[config.mk]
export PLATFORM = sky130hd
export DESIGN_NAME = dda_line_raster
export DESIGN_NICKNAME = d
export VERILOG_FILES = /design/src/sv/dlr_pkg.sv /design/src/sv/dda_line_raster.sv
export SDC_FILE = /design/constraint.sdc
export NUM_CORES = 1
export LEC_CHECK = 0
export ABC_AREA = 0
export BUFFER_PORTS_ARGS = -buffer_cell sky130_fd_sc_hd__buf_2
export CAP_MARGIN = 20
export CORE_MARGIN = 2
export CORE_UTILIZATION = 45
export CTS_CLUSTER_DIAMETER = 200
export DETAILED_ROUTE_END_ITERATION = 6
export PLACE_DENSITY_LB_ADDON = 0.12
export RECOVER_POWER = 50
export SLEW_MARGIN = 20
export SYNTH_ARGS = -nofsm -noshare
export SYNTH_HDL_FRONTEND = slang
export SYNTH_SLANG_ARGS = --single-unit
[constraint.sdc]
create_clock -name aclk -period 4.5 [get_ports aclk]
set_clock_uncertainty 0.2 [all_clocks]
set_input_delay 0.45 -clock aclk [delete_from_list [all_inputs] [get_ports aclk]]
set_output_delay 0.45 -clock aclk [all_outputs]
set_load 0.02 [all_outputs]
[src/sv/dlr_pkg.sv]
`default_nettype none

package dlr_pkg;

    // Coordinate width of every endpoint and pixel field.
    localparam int COORD_BITS = 6;
    // Fraction bits of the slope and of the minor-axis accumulator.
    localparam int FRAC_BITS  = 16;

    // Dividend of the slope division, and the quotient that replaces it.
    localparam int DIV_W = COORD_BITS + FRAC_BITS;
    // Step counter of the division.
    localparam int CNT_W = $clog2(DIV_W + 1);
    // Biased accumulator: two guard bits above the coordinate bits.
    localparam int ACC_W = COORD_BITS + 2 + FRAC_BITS;

    // Stream payload widths, rounded up to whole bytes.
    localparam int S_TDATA_W = ((4 * COORD_BITS + 7) / 8) * 8;
    localparam int M_TDATA_W = ((2 * COORD_BITS + 7) / 8) * 8;

endpackage : dlr_pkg

`default_nettype wire

[src/sv/dda_line_raster.sv]
`default_nettype none

// DDA line rasterizer. Each request on the slave stream carries two endpoints;
// the block answers with one master-stream request per pixel of the segment,
// walking the major axis upward from the endpoint lower on that axis, and
// marks the final pixel with m_axis_tlast. The line is shallow when |dx| > |dy|
// and steep otherwise (an exact diagonal is steep); a vertical line and a
// single point are walked along y without any division. For other lines the
// slope is found once by a restoring divider that retires one quotient bit per
// cycle and is then added into a fixed-point accumulator with FRAC_BITS
// fraction bits, one pixel per cycle while the master side keeps m_axis_tready
// high, each pixel rounded half up. The block takes the request, runs the
// division (skipped for vertical lines), then walks the pixels, 1 to 64 of
// them; a line that is not vertical has at least 2 pixels. s_axis_tready is
// high only while the block is idle; the last pixel may still wait in the
// output register when the next line is taken.
module dda_line_raster (
    input  wire logic                           aclk,
    input  wire logic                           aresetn,
    // tdata fields from bit 0 up: x_start, y_start, x_end, y_end, zero fill.
    input  wire logic [dlr_pkg::S_TDATA_W-1:0]  s_axis_tdata,
    input  wire logic                           s_axis_tvalid,
    output logic                                s_axis_tready,
    // tdata fields from bit 0 up: pixel_x, pixel_y, zero fill.
    output logic [dlr_pkg::M_TDATA_W-1:0]       m_axis_tdata,
    output logic                                m_axis_tlast,
    output logic                                m_axis_tvalid,
    input  wire logic                           m_axis_tready
);
    import dlr_pkg::*;

    typedef enum logic [1:0] {
        ST_IDLE,
        ST_DIVIDE,
        ST_WALK
    } state_t;

    localparam logic [ACC_W-1:0] ACC_HALF = ACC_W'(1) << (FRAC_BITS - 1);

    state_t                  state_reg;
    logic [DIV_W-1:0]        div_reg;      // dividend, shifted out as quotient bits enter
    logic [COORD_BITS-1:0]   rem_reg;
    logic [COORD_BITS-1:0]   den_reg;
    logic [CNT_W-1:0]        cnt_reg;
    logic [ACC_W-1:0]        acc_reg;      // minor axis, biased by 2^COORD_BITS plus one half
    logic [COORD_BITS-1:0]   major_reg;
    logic [COORD_BITS-1:0]   hi_reg;
    logic                    neg_reg;
    logic                    shallow_reg;
    logic                    m_valid_reg;
    logic                    m_last_reg;
    logic [COORD_BITS-1:0]   px_reg;
    logic [COORD_BITS-1:0]   py_reg;

    // Endpoint decode of the incoming request.
    logic [COORD_BITS-1:0] xa, ya, xb, yb;
    logic [COORD_BITS-1:0] adx, ady, an, ad;
    logic [COORD_BITS-1:0] lo, hi, start;
    logic                  x_dec, y_dec, shallow, vertical;

    always_comb begin
        xa = s_axis_tdata[0 +: COORD_BITS];
        ya = s_axis_tdata[COORD_BITS +: COORD_BITS];
        xb = s_axis_tdata[2 * COORD_BITS +: COORD_BITS];
        yb = s_axis_tdata[3 * COORD_BITS +: COORD_BITS];
        x_dec    = xb < xa;
        y_dec    = yb < ya;
        adx      = x_dec ? (xa - xb) : (xb - xa);
        ady      = y_dec ? (ya - yb) : (yb - ya);
        vertical = (xa == xb);
        shallow  = adx > ady;
        if (shallow) begin
            an    = ady;
            ad    = adx;
            lo    = x_dec ? xb : xa;
            hi    = x_dec ? xa : xb;
            start = x_dec ? yb : ya;
        end else begin
            an    = adx;
            ad    = ady;
            lo    = y_dec ? yb : ya;
            hi    = y_dec ? ya : yb;
            start = y_dec ? xb : xa;
        end
    end

    // One restoring division step.
    logic [COORD_BITS:0]   div_shift;
    logic [COORD_BITS:0]   div_diff;
    logic                  div_ge;
    logic [COORD_BITS-1:0] rem_next;
    logic [DIV_W-1:0]      div_next;

    always_comb begin
        div_shift = {rem_reg, div_reg[DIV_W-1]};
        div_diff  = div_shift - {1'b0, den_reg};
        div_ge    = div_shift >= {1'b0, den_reg};
        rem_next  = div_ge ? div_diff[COORD_BITS-1:0] : div_shift[COORD_BITS-1:0];
        div_next  = {div_reg[DIV_W-2:0], div_ge};
    end

    // Accumulator update; in the walk div_reg holds the slope magnitude.
    logic [ACC_W-1:0] inc_mag;
    logic [ACC_W-1:0] acc_next;
    logic             out_free;
    logic             pix_last;

    always_comb begin
        inc_mag  = {{(ACC_W - DIV_W){1'b0}}, div_reg};
        acc_next = neg_reg ? (acc_reg - inc_mag) : (acc_reg + inc_mag);
        out_free = !m_valid_reg || m_axis_tready;
        pix_last = (major_reg == hi_reg);
    end

    always_ff @(posedge aclk) begin
        if (!aresetn) begin
            state_reg   <= ST_IDLE;
            m_valid_reg <= 1'b0;
            cnt_reg     <= '0;
        end else begin
            // Outside the walk a taken pixel simply leaves the output register.
            if (m_axis_tready && (state_reg != ST_WALK)) begin
                m_valid_reg <= 1'b0;
            end
            unique case (state_reg)
                ST_IDLE: begin
                    if (s_axis_tvalid) begin
                        major_reg   <= lo;
                        hi_reg      <= hi;
                        shallow_reg <= shallow;
                        neg_reg     <= x_dec ^ y_dec;
                        den_reg     <= ad;
                        rem_reg     <= '0;
                        cnt_reg     <= '0;
                        acc_reg     <= ACC_W'({2'b01, start, {FRAC_BITS{1'b0}}}) | ACC_HALF;
                        if (vertical) begin
                            div_reg   <= '0;
                            state_reg <= ST_WALK;
                        end else begin
                            div_reg   <= {an, {FRAC_BITS{1'b0}}} + DIV_W'(ad >> 1);
                            state_reg <= ST_DIVIDE;
                        end
                    end
                end
                ST_DIVIDE: begin
                    div_reg <= div_next;
                    rem_reg <= rem_next;
                    cnt_reg <= cnt_reg + CNT_W'(1);
                    if (cnt_reg == CNT_W'(DIV_W - 1)) begin
                        state_reg <= ST_WALK;
                    end
                end
                ST_WALK: begin
                    if (out_free) begin
                        m_valid_reg <= 1'b1;
                        m_last_reg  <= pix_last;
                        if (shallow_reg) begin
                            px_reg <= major_reg;
                            py_reg <= acc_reg[FRAC_BITS +: COORD_BITS];
                        end else begin
                            px_reg <= acc_reg[FRAC_BITS +: COORD_BITS];
                            py_reg <= major_reg;
                        end
                        if (pix_last) begin
                            state_reg <= ST_IDLE;
                        end else begin
                            major_reg <= major_reg + COORD_BITS'(1);
                            acc_reg   <= acc_next;
                        end
                    end
                end
                default: begin
                    state_reg <= ST_IDLE;
                end
            endcase
        end
    end

    assign s_axis_tready = (state_reg == ST_IDLE);
    assign m_axis_tvalid = m_valid_reg;
    assign m_axis_tlast  = m_last_reg;
    assign m_axis_tdata  = M_TDATA_W'({py_reg, px_reg});

    // The divider remainder always stays below the divisor.
    a_rem_below_den: assert property (@(posedge aclk) disable iff (!aresetn)
        state_reg == ST_DIVIDE |-> rem_reg < den_reg)
        else $error("divider remainder reached the divisor");

    // The slope magnitude never exceeds one whole step.
    a_slope_bound: assert property (@(posedge aclk) disable iff (!aresetn)
        state_reg == ST_WALK |-> div_reg <= (DIV_W'(1) << FRAC_BITS))
        else $error("slope magnitude above one");

    // The major-axis counter never runs past the far endpoint.
    a_major_bound: assert property (@(posedge aclk) disable iff (!aresetn)
        state_reg == ST_WALK |-> major_reg <= hi_reg)
        else $error("major axis ran past the end of the line");

    // A pixel is only loaded into a free output slot, so none is overwritten.
    a_no_overwrite: assert property (@(posedge aclk) disable iff (!aresetn)
        (m_valid_reg && !m_axis_tready) |=> m_valid_reg && $stable(px_reg)
            && $stable(py_reg) && $stable(m_last_reg))
        else $error("pending pixel was overwritten");

endmodule : dda_line_raster

`default_nettype wire
Word-level counts from Yosys, hierarchy flattened
Cells that the tools add are included.

storage, ports and cells
  flip-flop bits (word level) = 93
  output and inout port bits = 19
  input bits = 28

operators by class
  reductions and logical operators = 12
  mux-type cells = 41
  add/subtract/negate cells = 10
  order comparisons = 4
  equality and inequality tests = 11
  bitwise logic cells = 1

operators with widths
  operator               count
  $mux W6                20
  $mux W24               4
  $pmux W24 S2           1
  $mux W22               2
  $pmux W22 S2           1
  $sub A6 B6 Y6          5
  $add A24 B22 Y24       1
  $pmux W6 S2            2
  $sub A24 B22 Y24       1
  $add A22 B5 Y22        1
  $eq A6 B6 Y1           2
  $lt A6 B6 Y1           2
  $ne A2 B2 Y1 const B   6
  $mux W2                5
  $pmux W5 S2            1
  $reduce_and A3 Y1      3
  $ge A7 B6 Y1           1
  $add A6 B1 Y6 const B  1
  $gt A6 B6 Y1           1
  $pmux W2 S3            1
  $add A5 B1 Y5 const B  1
  $eq A5 B5 Y1 const B   1
  $mux W5                1
  $reduce_and A5 Y1      1
  other kinds (11)       14

Logic depth before layout (Yosys ltp)
Gate-level depths: netlist of run 1.

  depth in word-level cells = 8
  depth in mapped cells = 20
  mapped depth without buffers = 18

Least setup slack after synthesis of run 1
Ideal clock, no wire load.

  path type = input to register
  start point = input s_axis_tdata[18] in the netlist's numbering
  end point = register acc_reg[20], data pin
  path slack = 268 ps
  data arrival time = 3766 ps
  data required time = 4034 ps
  stages = 19
  cells stage by stage = inv_1 -> ha_1 -> inv_1 -> fa_1 -> a211oi_2 -> o21bai_1 -> a21oi_4 -> mux2i_1 -> xnor2_1 -> inv_1 -> ha_1 -> a21o_1 -> a21o_1 -> a221oi_1 -> a31oi_1 -> buf_2 -> buf_2 -> o211ai_1 -> o21ai_1

between the ends
  longest elaborated chain between the ends = 6

ends and longest elaborated chain
  element                                        line                                          source
  from (decl)                                    dda_line_raster.sv:21                         input wire logic [dlr_pkg::S_TDATA_W-1:0] s_axis_tdata,
  $sub A6 B6 Y6 or $lt A6 B6 Y1 (tied branches)  dda_line_raster.sv:69, dda_line_raster.sv:67
  $mux W6                                        dda_line_raster.sv:69                         ady = y_dec ? (ya - yb) : (yb - ya);
  $gt A6 B6 Y1                                   dda_line_raster.sv:71                         shallow = adx > ady;
  $mux W6 *                                      dda_line_raster.sv:72                         if (shallow) begin
  $mux W24 *                                     dda_line_raster.sv:127                        if (s_axis_tvalid) begin
  $pmux W24 S2 *                                 dda_line_raster.sv:125                        unique case (state_reg)
  to (signal assigned)                           dda_line_raster.sv:135                        acc_reg <= ACC_W'({2'b01, start, {FRAC_BITS{1'b0}}}) | ACC_HALF;
  to (signal assigned)                           dda_line_raster.sv:168                        acc_reg <= acc_next;
  to (decl)                                      dda_line_raster.sv:45                         logic [ACC_W-1:0] acc_reg;

Every way passes the cells marked *; elsewhere a longest branch is shown, timed or not. The select of a mux whose other input is x is not followed.
A chain may end at the register's enable or synchronous reset.

Worst setup path after layout of run 1
  start point = input s_axis_tdata[12] in the netlist's numbering
  end point = register div_reg[1], data pin

between the ends
  longest elaborated chain between the ends = 8

ends and longest elaborated chain
  element                                        line                                          source
  $sub A6 B6 Y6 or $lt A6 B6 Y1 (tied branches)  dda_line_raster.sv:68, dda_line_raster.sv:66
  $mux W6 *                                      dda_line_raster.sv:68                         adx = x_dec ? (xa - xb) : (xb - xa);
  $gt A6 B6 Y1                                   dda_line_raster.sv:71
  $mux W6 *                                      dda_line_raster.sv:72
  named net ad[2]                                dda_line_raster.sv:57                         logic [COORD_BITS-1:0] adx, ady, an, ad;
  $add A22 B5 Y22 *                              dda_line_raster.sv:140                        div_reg <= {an, {FRAC_BITS{1'b0}}} + DIV_W'(ad >> 1);
  $mux W22 *                                     dda_line_raster.sv:136                        if (vertical) begin
  $mux W22 *                                     dda_line_raster.sv:127
  $pmux W22 S2 *                                 dda_line_raster.sv:125
  to (signal assigned)                           dda_line_raster.sv:140
  to (signal assigned)                           dda_line_raster.sv:146                        div_reg <= div_next;
  to (decl)                                      dda_line_raster.sv:41                         logic [DIV_W-1:0] div_reg;

Mark *: on every way through the listed nets, which the timed path passes. The rest lies on a longest branch. The select of a mux whose other input is x is not followed.

==> results.yml, run 1 <==
worst_setup_path:
  cp_common_cell: "a21o_1"
  ff2ff_path_depth: 14
  path_class: "in -> reg"
  cp_num_buf_inv: 5
  worstSetupStartpointType: "input port"
  slowest_delay_ns: 0.44
  cp.required_ns: 4.41
  critical-path-top-delay-family: "compound AO/OA/AOI/OAI gates"
  worstSetupEndpointType: "flop"
  reg2reg_slack_ns: 0.54
  worstPathCellList: "buf_2 -> inv_1 -> ha_1 -> inv_1 -> fa_1 -> a21o_1 -> a221oi_4 -> nand3_1 -> o21ai_1 -> xor2_1 -> inv_2 -> ha_1 -> a21o_1 -> a21o_1 -> a221oi_1 -> a31oi_4 -> buf_4 -> nand2_1 -> o21ai_1 -> a31o_1"
  slowest_stage: "a221oi_1"
  path_max_fanout: 10
  worstPathArrival_ns: 4.05
  r2r_start: "div_reg[3]"
  rr_endpoint: "acc_reg[19]"
layout:
  syn_to_final_growth_pct: 11.33
  diodes: 0
  layout-drive-gt1-share_pct: 10.41
  stdcell_area_um2: 7980
  fill_cells: 1493
  fin_util_pct: 50.79
  nets: 914
  fin_cells: 1042
die:
  num_rows: 46
  io_pins: 47
  core_area_um2: 15710
  die_h_um: 130.2
  die_area_um2: 16950
  die_w_um: 130.2
  start_util_pct: 45.62
logic_synthesis:
  ys_types: 61
  synth.avg_cell_area_um2: 9.237
  synth_area_um2: 7168
  synth_edf_count: 83
  syn_inst: 776
  synth_common_cells: "83 x edfxtp_1, 68 x nor2_1, 59 x ha_1, 59 x nand2_1, 55 x inv_1"
  ys_warn_count: 0
  async_flop_share_pct: 0
  yosys.area.top_type: "edfxtp_1"
  yosysTopAreaCellShare_pct: 34.77
  synthMostInstantiatedCell: "edfxtp_1"
  seq_area_frac_synth_pct: 37.00
  synthTopCellsByArea: "edfxtp_1 35%, ha_1 10%, xnor2_1 5.0%"
  synth_seq_cells: 91
  synth_ff_type: "edfxtp_1"
grt:
  grt_max_degree: 41
  grt_pass1_wl_um: 29170
  antenna_found_initial: 0
  grt.total_usage_pct: 22.46
  grt-ovfl-total: 0
  grt_pass1_vias: 5585
drt:
  ant_nets: 0
  avgRoutedWirePerCell_um: 17.59
  totalWireLength_um: 18330
  dr.first_iter.drc_count: 470
  first_pass_iters: 7
  drc: 0
  vias: 5815
  post_drt_via_cell_ratio: 5.581
sta:
  fin_crit_ns: 4.141
  setup_ws_ns: 0.3585
  finalSetupViolCount: 0
  max_freq_mhz: 241.5
  hold_viol: 0
  grt_setup_unrepaired: "false"
  maxSlewHeadroom_pct: 17.22
  worstMarginPinSlew_ns: 1.242
  whs_ns: 0.2198
  period_share_pct: 92.03
  drv_slew: 0
  setup_tns_ns: 0
place:
  place_area_um2: 7711
  place_hpwl_um: 14120
  dpl.cell_count: 1025
  numPortBuffers: 42
  dp_slack_ns: 0.02279
  gp_congestion: 0.9877
clock_tree:
  clk_latency_ns: 0.36
  cts-hold-fix-buffers: 0
  cts_buffer_depth: 2
  clkSlewWorstSetupHoldPaths_ns: 0.07
  cts_resized: 0
  cts_tree: "yes"
  postCtsSetupBuffers: 0
  cts.htree.levels: 3
  cts_buffers: 9
  cts-root-buf: "clkbuf_16"
  clock_sinks: 91
run:
  drv_cap: 0
hold_path:
  hold_depth: 3
  hold_start: "aresetn"
  hold_class: "in -> reg"
  hold_end: "state_reg[0]"
power:
  power.leakage_nw: 3.225
  total_power_mw: 3.372
  peakVddDrop_uv: 195.8
  pwr_density_cell_nw_per_um2: 422.6
run_status:
  status: "finished, final reports clean"
==> tightest hold or removal path, cell delays in order <==
cell     delay (ns)
buf_2          0.15
nand2_1        0.09
nor2_1         0.04
==> where the power goes <==
group	total [mW]	leakage (nW)	switching [mW]	internal (mW)
clock	0.758	0.146	0.334	0.424
sequential	1.16	0.844	0.0796	1.08
combinational	1.46	2.23	0.830	0.629
==> layout make-up <==
class	count	area, um2	share of cell area [%]
Clock buffer	13	271.5	3.402
Inverter	56	210.2	2.634
Multi-Input combinational cell	593	4153	52.04
Timing Repair Buffer	70	405.4	5.080
Tap cell	216	270.3	3.387
Sequential cell	91	2653	33.24
Clock inverter	3	17.52	0.2195
==> cells by family after synthesis <==
logic type	share of synthesized area [%]
other	0.05231
AOI/OAI and AO/OA	20.53
adders and majority gates	11.97
and+or+nand+nor	14.30
DFF	37.00
muxes	3.718
xor gates and xnor gates	6.947
buffers and inverters	5.481
==> metal layers <==
| metal | part of all wire, % | GRT usage, % |
|---|---|---|
| met5 | 0 | 0 |
| met4 | 2.1 | 7.400 |
| met3 | 4.5 | 3.772 |
| met2 | 46 | 36.93 |
| met1 | 47 | 30.23 |
==> cells in the final DEF, fill, tap and decap left out, types with 12 or more instances in the layout <==
master / synthesis / routed
nor2b_1: 14 / 14
buf_2: 11 / 26
inv_1: 55 / 54
nand3_1: 14 / 14
xor2_1: 14 / 14
nor2_1: 68 / 68
xnor2_1: 41 / 41
a21o_1: 20 / 20
clkbuf_1: 20 / 20
a21oi_1: 54 / 54
o211ai_1: 26 / 26
o21ai_1: 18 / 18
ha_1: 59 / 59
mux2i_1: 12 / 12
edfxtp_1: 83 / 83
nor3_1: 17 / 17
buf_4: 4 / 25
nand2_1: 59 / 59
o21ai_0: 36 / 36
==> how the worst max path moves through the flow <==
stage	from	depth (start not counted)	endpoint	slack [ns]
6_report	s_axis_tdata[12]	20	div_reg[1]	0.36
5_1_grt	s_axis_tdata[18]	19	div_reg[4]	0.04
4_1_cts	s_axis_tdata[12]	20	div_reg[1]	0.39
3_3_place_gp	s_axis_tdata[18]	18	div_reg[4]	0.1
2_1_floorplan	s_axis_tdata[18]	19	acc_reg[20]	0.27
3_5_place_dp	s_axis_tdata[12]	19	div_reg[4]	0.02
(Power assumes the default switching activity.)
==> run 2: changes to the inputs <==
CELL_PAD_IN_SITES_DETAIL_PLACEMENT = 0   (was unset)
CELL_PAD_IN_SITES_GLOBAL_PLACEMENT = 1   (was unset)
SLEW_MARGIN = 15   (was 20)
==> run 2 against run 1 <==
Critical path depth shrank 1. Utilization up 0.16 points. Global-route usage grew 0.19 points. Register-to-register slack better by 0.07 ns. Routed wire length increased by 0.69%. Critical endpoint is now major_reg[1]. Largest cell class unchanged.
==> results.yml, run 2 (synthesis gave the netlist of run 1 again) <==
clock_tree:
  cts.htree.levels: 3
  postCtsSetupBuffers: 0
  clock_sinks: 91
  clkSlewWorstSetupHoldPaths_ns: 0.07
  cts_tree: "yes"
  cts_resized: 0
  cts_buffer_depth: 2
  cts-hold-fix-buffers: 0
  cts-root-buf: "clkbuf_16"
  clk_latency_ns: 0.35
  cts_buffers: 9
grt:
  grt_max_degree: 32
  grt_pass1_wl_um: 29380
  grt_pass1_vias: 5766
  grt-ovfl-total: 0
  antenna_found_initial: 0
  grt.total_usage_pct: 22.65
die:
  die_h_um: 130.2
  die_area_um2: 16950
  die_w_um: 130.2
  core_area_um2: 15710
  io_pins: 47
  num_rows: 46
  start_util_pct: 45.62
place:
  place_area_um2: 7776
  place_hpwl_um: 14500
  gp_congestion: 0.9441
  numPortBuffers: 42
drt:
  drc: 0
  avgRoutedWirePerCell_um: 17.63
  post_drt_via_cell_ratio: 5.598
  ant_nets: 0
  dr.first_iter.drc_count: 383
  vias: 5861
  totalWireLength_um: 18460
  first_pass_iters: 6
layout:
  syn_to_final_growth_pct: 11.68
  stdcell_area_um2: 8005
  diodes: 0
  nets: 919
  final_common_cell: "edfxtp_1"
  mostFrequentLayoutCells: "83 x edfxtp_1, 68 x nor2_1, 59 x nand2_1, 59 x ha_1, 55 x inv_1"
  layout-drive-gt1-share_pct: 11.43
run_status:
  status: "finished, final reports clean"
sta:
  hold_viol: 0
  fin_crit_ns: 4.261
  whs_ns: 0.2207
  period_share_pct: 94.68
  max_freq_mhz: 234.7
  drv_slew: 0
  worstMarginPinSlew_ns: 1.004
  finalSetupViolCount: 0
  grt_setup_unrepaired: "false"
  maxSlewHeadroom_pct: 33.06
worst_setup_path:
  startpoint: "s_axis_tdata[12]"
  worstPathArrival_ns: 4.13
  worstSetupEndpointType: "flop"
  slowest_delay_ns: 0.48
  ff2ff_path_depth: 14
  worstSetupStartpointType: "input port"
  slowest_stage: "a221oi_1"
  cp.required_ns: 4.37
  path_class: "in -> reg"
  cp_common_cell: "a21o_1"
  worstPathCellList: "buf_2 -> inv_1 -> ha_1 -> inv_1 -> fa_1 -> a21o_1 -> a221oi_4 -> nand3_1 -> o21ai_1 -> xor2_1 -> inv_2 -> ha_1 -> a21o_1 -> a21o_1 -> a221oi_1 -> a31oi_4 -> buf_12 -> o21ai_0 -> o21ai_1"
  r2r_start: "div_reg[3]"
  path_max_fanout: 28
power:
  pwr-share-clk_pct: 21.6
  pwr_density_cell_nw_per_um2: 425.6
  seq_power_share_pct: 33.9
  power.switching_mw: 1.291
  power_switching_share_pct: 37.91
  pwr-share-comb_pct: 44.5
  power.leakage_nw: 3.246
  peakVddDrop_uv: 204.6
  p_int_mw: 2.115
hold_path:
  hold_start: "aresetn"
  hold_class: "in -> reg"
  hold_depth: 3
run:
  drv_cap: 0
==> run 2: cell types whose count changed in the layout (fill, tap and decap cells not counted) <==
| cell | before | now |
|---|---|---|
| clkinv_4 | 0 | 1 |
| and2_0 | 7 | 8 |
| inv_6 | 0 | 3 |
| clkinv_1 | 1 | 0 |
| clkinv_2 | 1 | 0 |
| clkbuf_8 | 1 | 0 |
| inv_1 | 54 | 55 |
| mux2_2 | 10 | 13 |
| and2_1 | 8 | 7 |
| clkbuf_1 | 20 | 19 |
| buf_4 | 25 | 30 |
| clkbuf_16 | 10 | 9 |
| mux2_1 | 3 | 0 |
==> run 2: layout make-up <==
class                           count  area [um2]
Sequential cell                    91        2653
Clock buffer                       10       229.0
Multi-Input combinational cell    593        4153
Inverter                           56       210.2
Fill cell                        1500        7707
Timing Repair Buffer               75       442.9
Tap cell                          216       270.3
Clock inverter                      6       47.55
==> run 2: metrics by stage <==
step                TNS [ns]  util [%]  cells  power (mW)  setup slack (ns)
floorplan                  0         -    779       2.219            0.2683
detailed placement   -0.2340     49.49   1031       2.685          -0.05785
CTS                        0     51.25   1047       3.423            0.2974
global route               0     50.95   1047       3.629           0.01660
finish                     0     50.95   1047       3.407            0.2392
global placement           0     49.32   1030       2.639           0.02948
==> run 2: final timing paths <==
check | slack [ns] | endpoint
worst min-delay path | 0.22 | state_reg[0]
worst max register to register | 0.61 | acc_reg[19]
worst min register to register | 0.35 | m_axis_tvalid
worst max-delay path | 0.24 | major_reg[1]
==> run 2: per-layer routing <==
layer | track usage, % | up-vias | share of wire (%)
met1 | 28.89 | 2805 | 45
met5 | 0 | - | 0
met4 | 8.539 | 0 | 2.7
met2 | 38.71 | 117 | 49
met3 | 3.690 | 29 | 3.5
li1 | - | 2910 | -
==> run 2: power groups by stage <==
stage | logic (mW) | clock network [mW] | registers [mW]
after floorplan | 1.08 | 0 | 1.14
after global placement | 1.47 | 0 | 1.17
after detailed placement | 1.51 | 0 | 1.17
after CTS | 1.52 | 0.746 | 1.16
final | 1.52 | 0.734 | 1.16
after global routing | 1.68 | 0.778 | 1.17
==> run 2: worst max-delay path: cells and delay by family <==
| kind | cells | cell delay, ns |
|---|---|---|
| simple gates | 1 | 0.13 |
| compound gates | 9 | 1.95 |
| xor+xnor | 1 | 0.25 |
| fa+ha+maj | 3 | 0.86 |
| buf+inv | 5 | 0.49 |
==> run 3: changes to the inputs <==
CTS_CLUSTER_DIAMETER = 40   (was 200)
PLACE_DENSITY_LB_ADDON = 0.08   (was 0.12)
==> run 3 against run 2 <==
Fmax shrank 0.65%. First-iteration DRC count is 34% higher. Critical endpoint is now acc_reg[20]. Register-to-register slack lost 0.05 ns. Combinational power about the same. Largest cell class unchanged. Sequential power hardly changed. Sequential cell count did not move. Via count is 0.55% lower. Design area increased by 0.78%. The flow now finishes with violations (capacitance limit, slew limit). Worst hold slack better by 0.0051 ns. Utilization grew 0.40 points.
==> results.yml, run 3 (synthesis gave the netlist of run 1 again) <==
place:
  place_hpwl_um: 14510
  numPortBuffers: 42
  gp_congestion: 0.9557
sta:
  maxSlewHeadroom_pct: -1.291
  max_freq_mhz: 233.2
  fin_crit_ns: 4.288
  finalSetupViolCount: 0
  period_share_pct: 95.30
  grt_setup_unrepaired: "false"
  hold_viol: 0
  drv_slew: 21
  worstMarginPinSlew_ns: 1.516
  whs_ns: 0.2259
drt:
  first_pass_iters: 5
  post_drt_via_cell_ratio: 5.573
  dr.first_iter.drc_count: 514
  ant_nets: 0
  totalWireLength_um: 18390
  drc: 0
  vias: 5829
  avgRoutedWirePerCell_um: 17.58
layout:
  diodes: 0
  layout-drive-gt1-share_pct: 11.57
  mostFrequentLayoutCells: "83 x edfxtp_1, 68 x nor2_1, 59 x nand2_1, 59 x ha_1, 55 x inv_1"
  syn_to_final_growth_pct: 12.55
  nets: 918
  fin_util_pct: 51.35
  final_common_cell: "edfxtp_1"
worst_setup_path:
  path_class: "in -> reg"
  worstPathArrival_ns: 4.17
  endpoint: "acc_reg[20]"
  worstSetupEndpointType: "flop"
  path_max_fanout: 27
  startpoint: "s_axis_tdata[12]"
  ff2ff_path_depth: 14
  reg2reg_slack_ns: 0.56
  worstSetupStartpointType: "input port"
  cp.required_ns: 4.38
  rr_endpoint: "acc_reg[19]"
  r2r_start: "div_reg[3]"
run_status:
  violations: "capacitance limit, slew limit"
  status: "complete, but fails checks"
clock_tree:
  cts_tree: "yes"
  clock_sinks: 91
  clk_latency_ns: 0.35
  clkSlewWorstSetupHoldPaths_ns: 0.07
  cts.htree.levels: 3
  cts-hold-fix-buffers: 0
  cts_buffer_depth: 2
  postCtsSetupBuffers: 0
  cts_buffers: 9
  cts_resized: 0
  cts-root-buf: "clkbuf_16"
grt:
  grt_pass1_wl_um: 29060
  grt_pass1_vias: 5514
  antenna_found_initial: 0
  grt-ovfl-total: 0
  grt.total_usage_pct: 22.46
  grt_max_degree: 38
die:
  die_h_um: 130.2
  die_area_um2: 16950
  start_util_pct: 45.62
  io_pins: 47
  num_rows: 46
  die_w_um: 130.2
  core_area_um2: 15710
power:
  pwr-share-comb_pct: 42.8
  power_switching_share_pct: 35.86
  power.leakage_nw: 3.278
  power.switching_mw: 1.251
  pwr-share-clk_pct: 24.1
  seq_power_share_pct: 33.2
  pwr_density_cell_nw_per_um2: 432.4
  total_power_mw: 3.488
  peakVddDrop_uv: 221.7
  p_int_mw: 2.238
hold_path:
  hold_class: "in -> reg"
run:
  drv_cap: 1
[run 3: cell type report]
| class | count | area (um2) |
|---|---|---|
| Clock buffer | 13 | 325.3 |
| Clock inverter | 3 | 17.52 |
| Fill cell | 1488 | 7645 |
| Inverter | 56 | 210.2 |
| Multi-Input combinational cell | 593 | 4153 |
| Sequential cell | 91 | 2653 |
| Tap cell | 216 | 270.3 |
| Timing Repair Buffer | 74 | 439.2 |
[run 3: routing by layer]
| metal | part of all wire [%] | vias up | GRT usage (%) |
|---|---|---|---|
| met5 | 0 | - | 0 |
| met3 | 3.2 | 23 | 2.870 |
| met2 | 48 | 123 | 38.28 |
| met4 | 2.4 | 0 | 7.906 |
| li1 | - | 2904 | - |
| met1 | 46 | 2779 | 29.45 |
[run 3: critical path, cell delays in order]
cell,delay (ns)
buf_2,0.11
inv_1,0.07
ha_1,0.15
inv_1,0.05
fa_1,0.39
a21o_1,0.21
a221oi_4,0.31
nand3_1,0.11
o21ai_1,0.11
xor2_1,0.36
inv_2,0.08
ha_1,0.31
a21o_1,0.16
a21o_1,0.17
a221oi_1,0.30
buf_4,0.17
a31oi_4,0.06
buf_12,0.19
o211ai_1,0.26
o21ai_1,0.11
[run 3: worst min path at each step]
stage	start	endpoint	slack [ns]	depth (start not counted)
after floorplan	cnt_reg[0]	cnt_reg[0]	0.34	2
after global placement	m_axis_tvalid	m_axis_tvalid	0.32	2
after detailed placement	m_axis_tvalid	m_axis_tvalid	0.33	2
after CTS	m_axis_tready	m_axis_tvalid	0.22	3
after global routing	aresetn	m_axis_tvalid	0.24	2
final	aresetn	m_axis_tvalid	0.23	2
[run 3: per-stage QoR]
step                      area [um2]  setup WS, ns  instances  setup TNS (ns)
final                           8068        0.2115       1046               0
after global routing            8068       0.02672       1046               0
after CTS                       8114        0.2454       1046               0
after detailed placement        7771       -0.1055       1030          -1.038
after global placement          7744      -0.06948       1029         -0.2693
after floorplan                 7179        0.2683        779               0
[run 3: power by group through the flow]
stage	sequential [mW]	clock [mW]	combinational, mW
3_5_place_dp	1.17	0	1.49
3_3_place_gp	1.17	0	1.46
6_report	1.16	0.839	1.49
5_1_grt	1.17	0.885	1.67
2_1_floorplan	1.14	0	1.08
4_1_cts	1.16	0.856	1.50
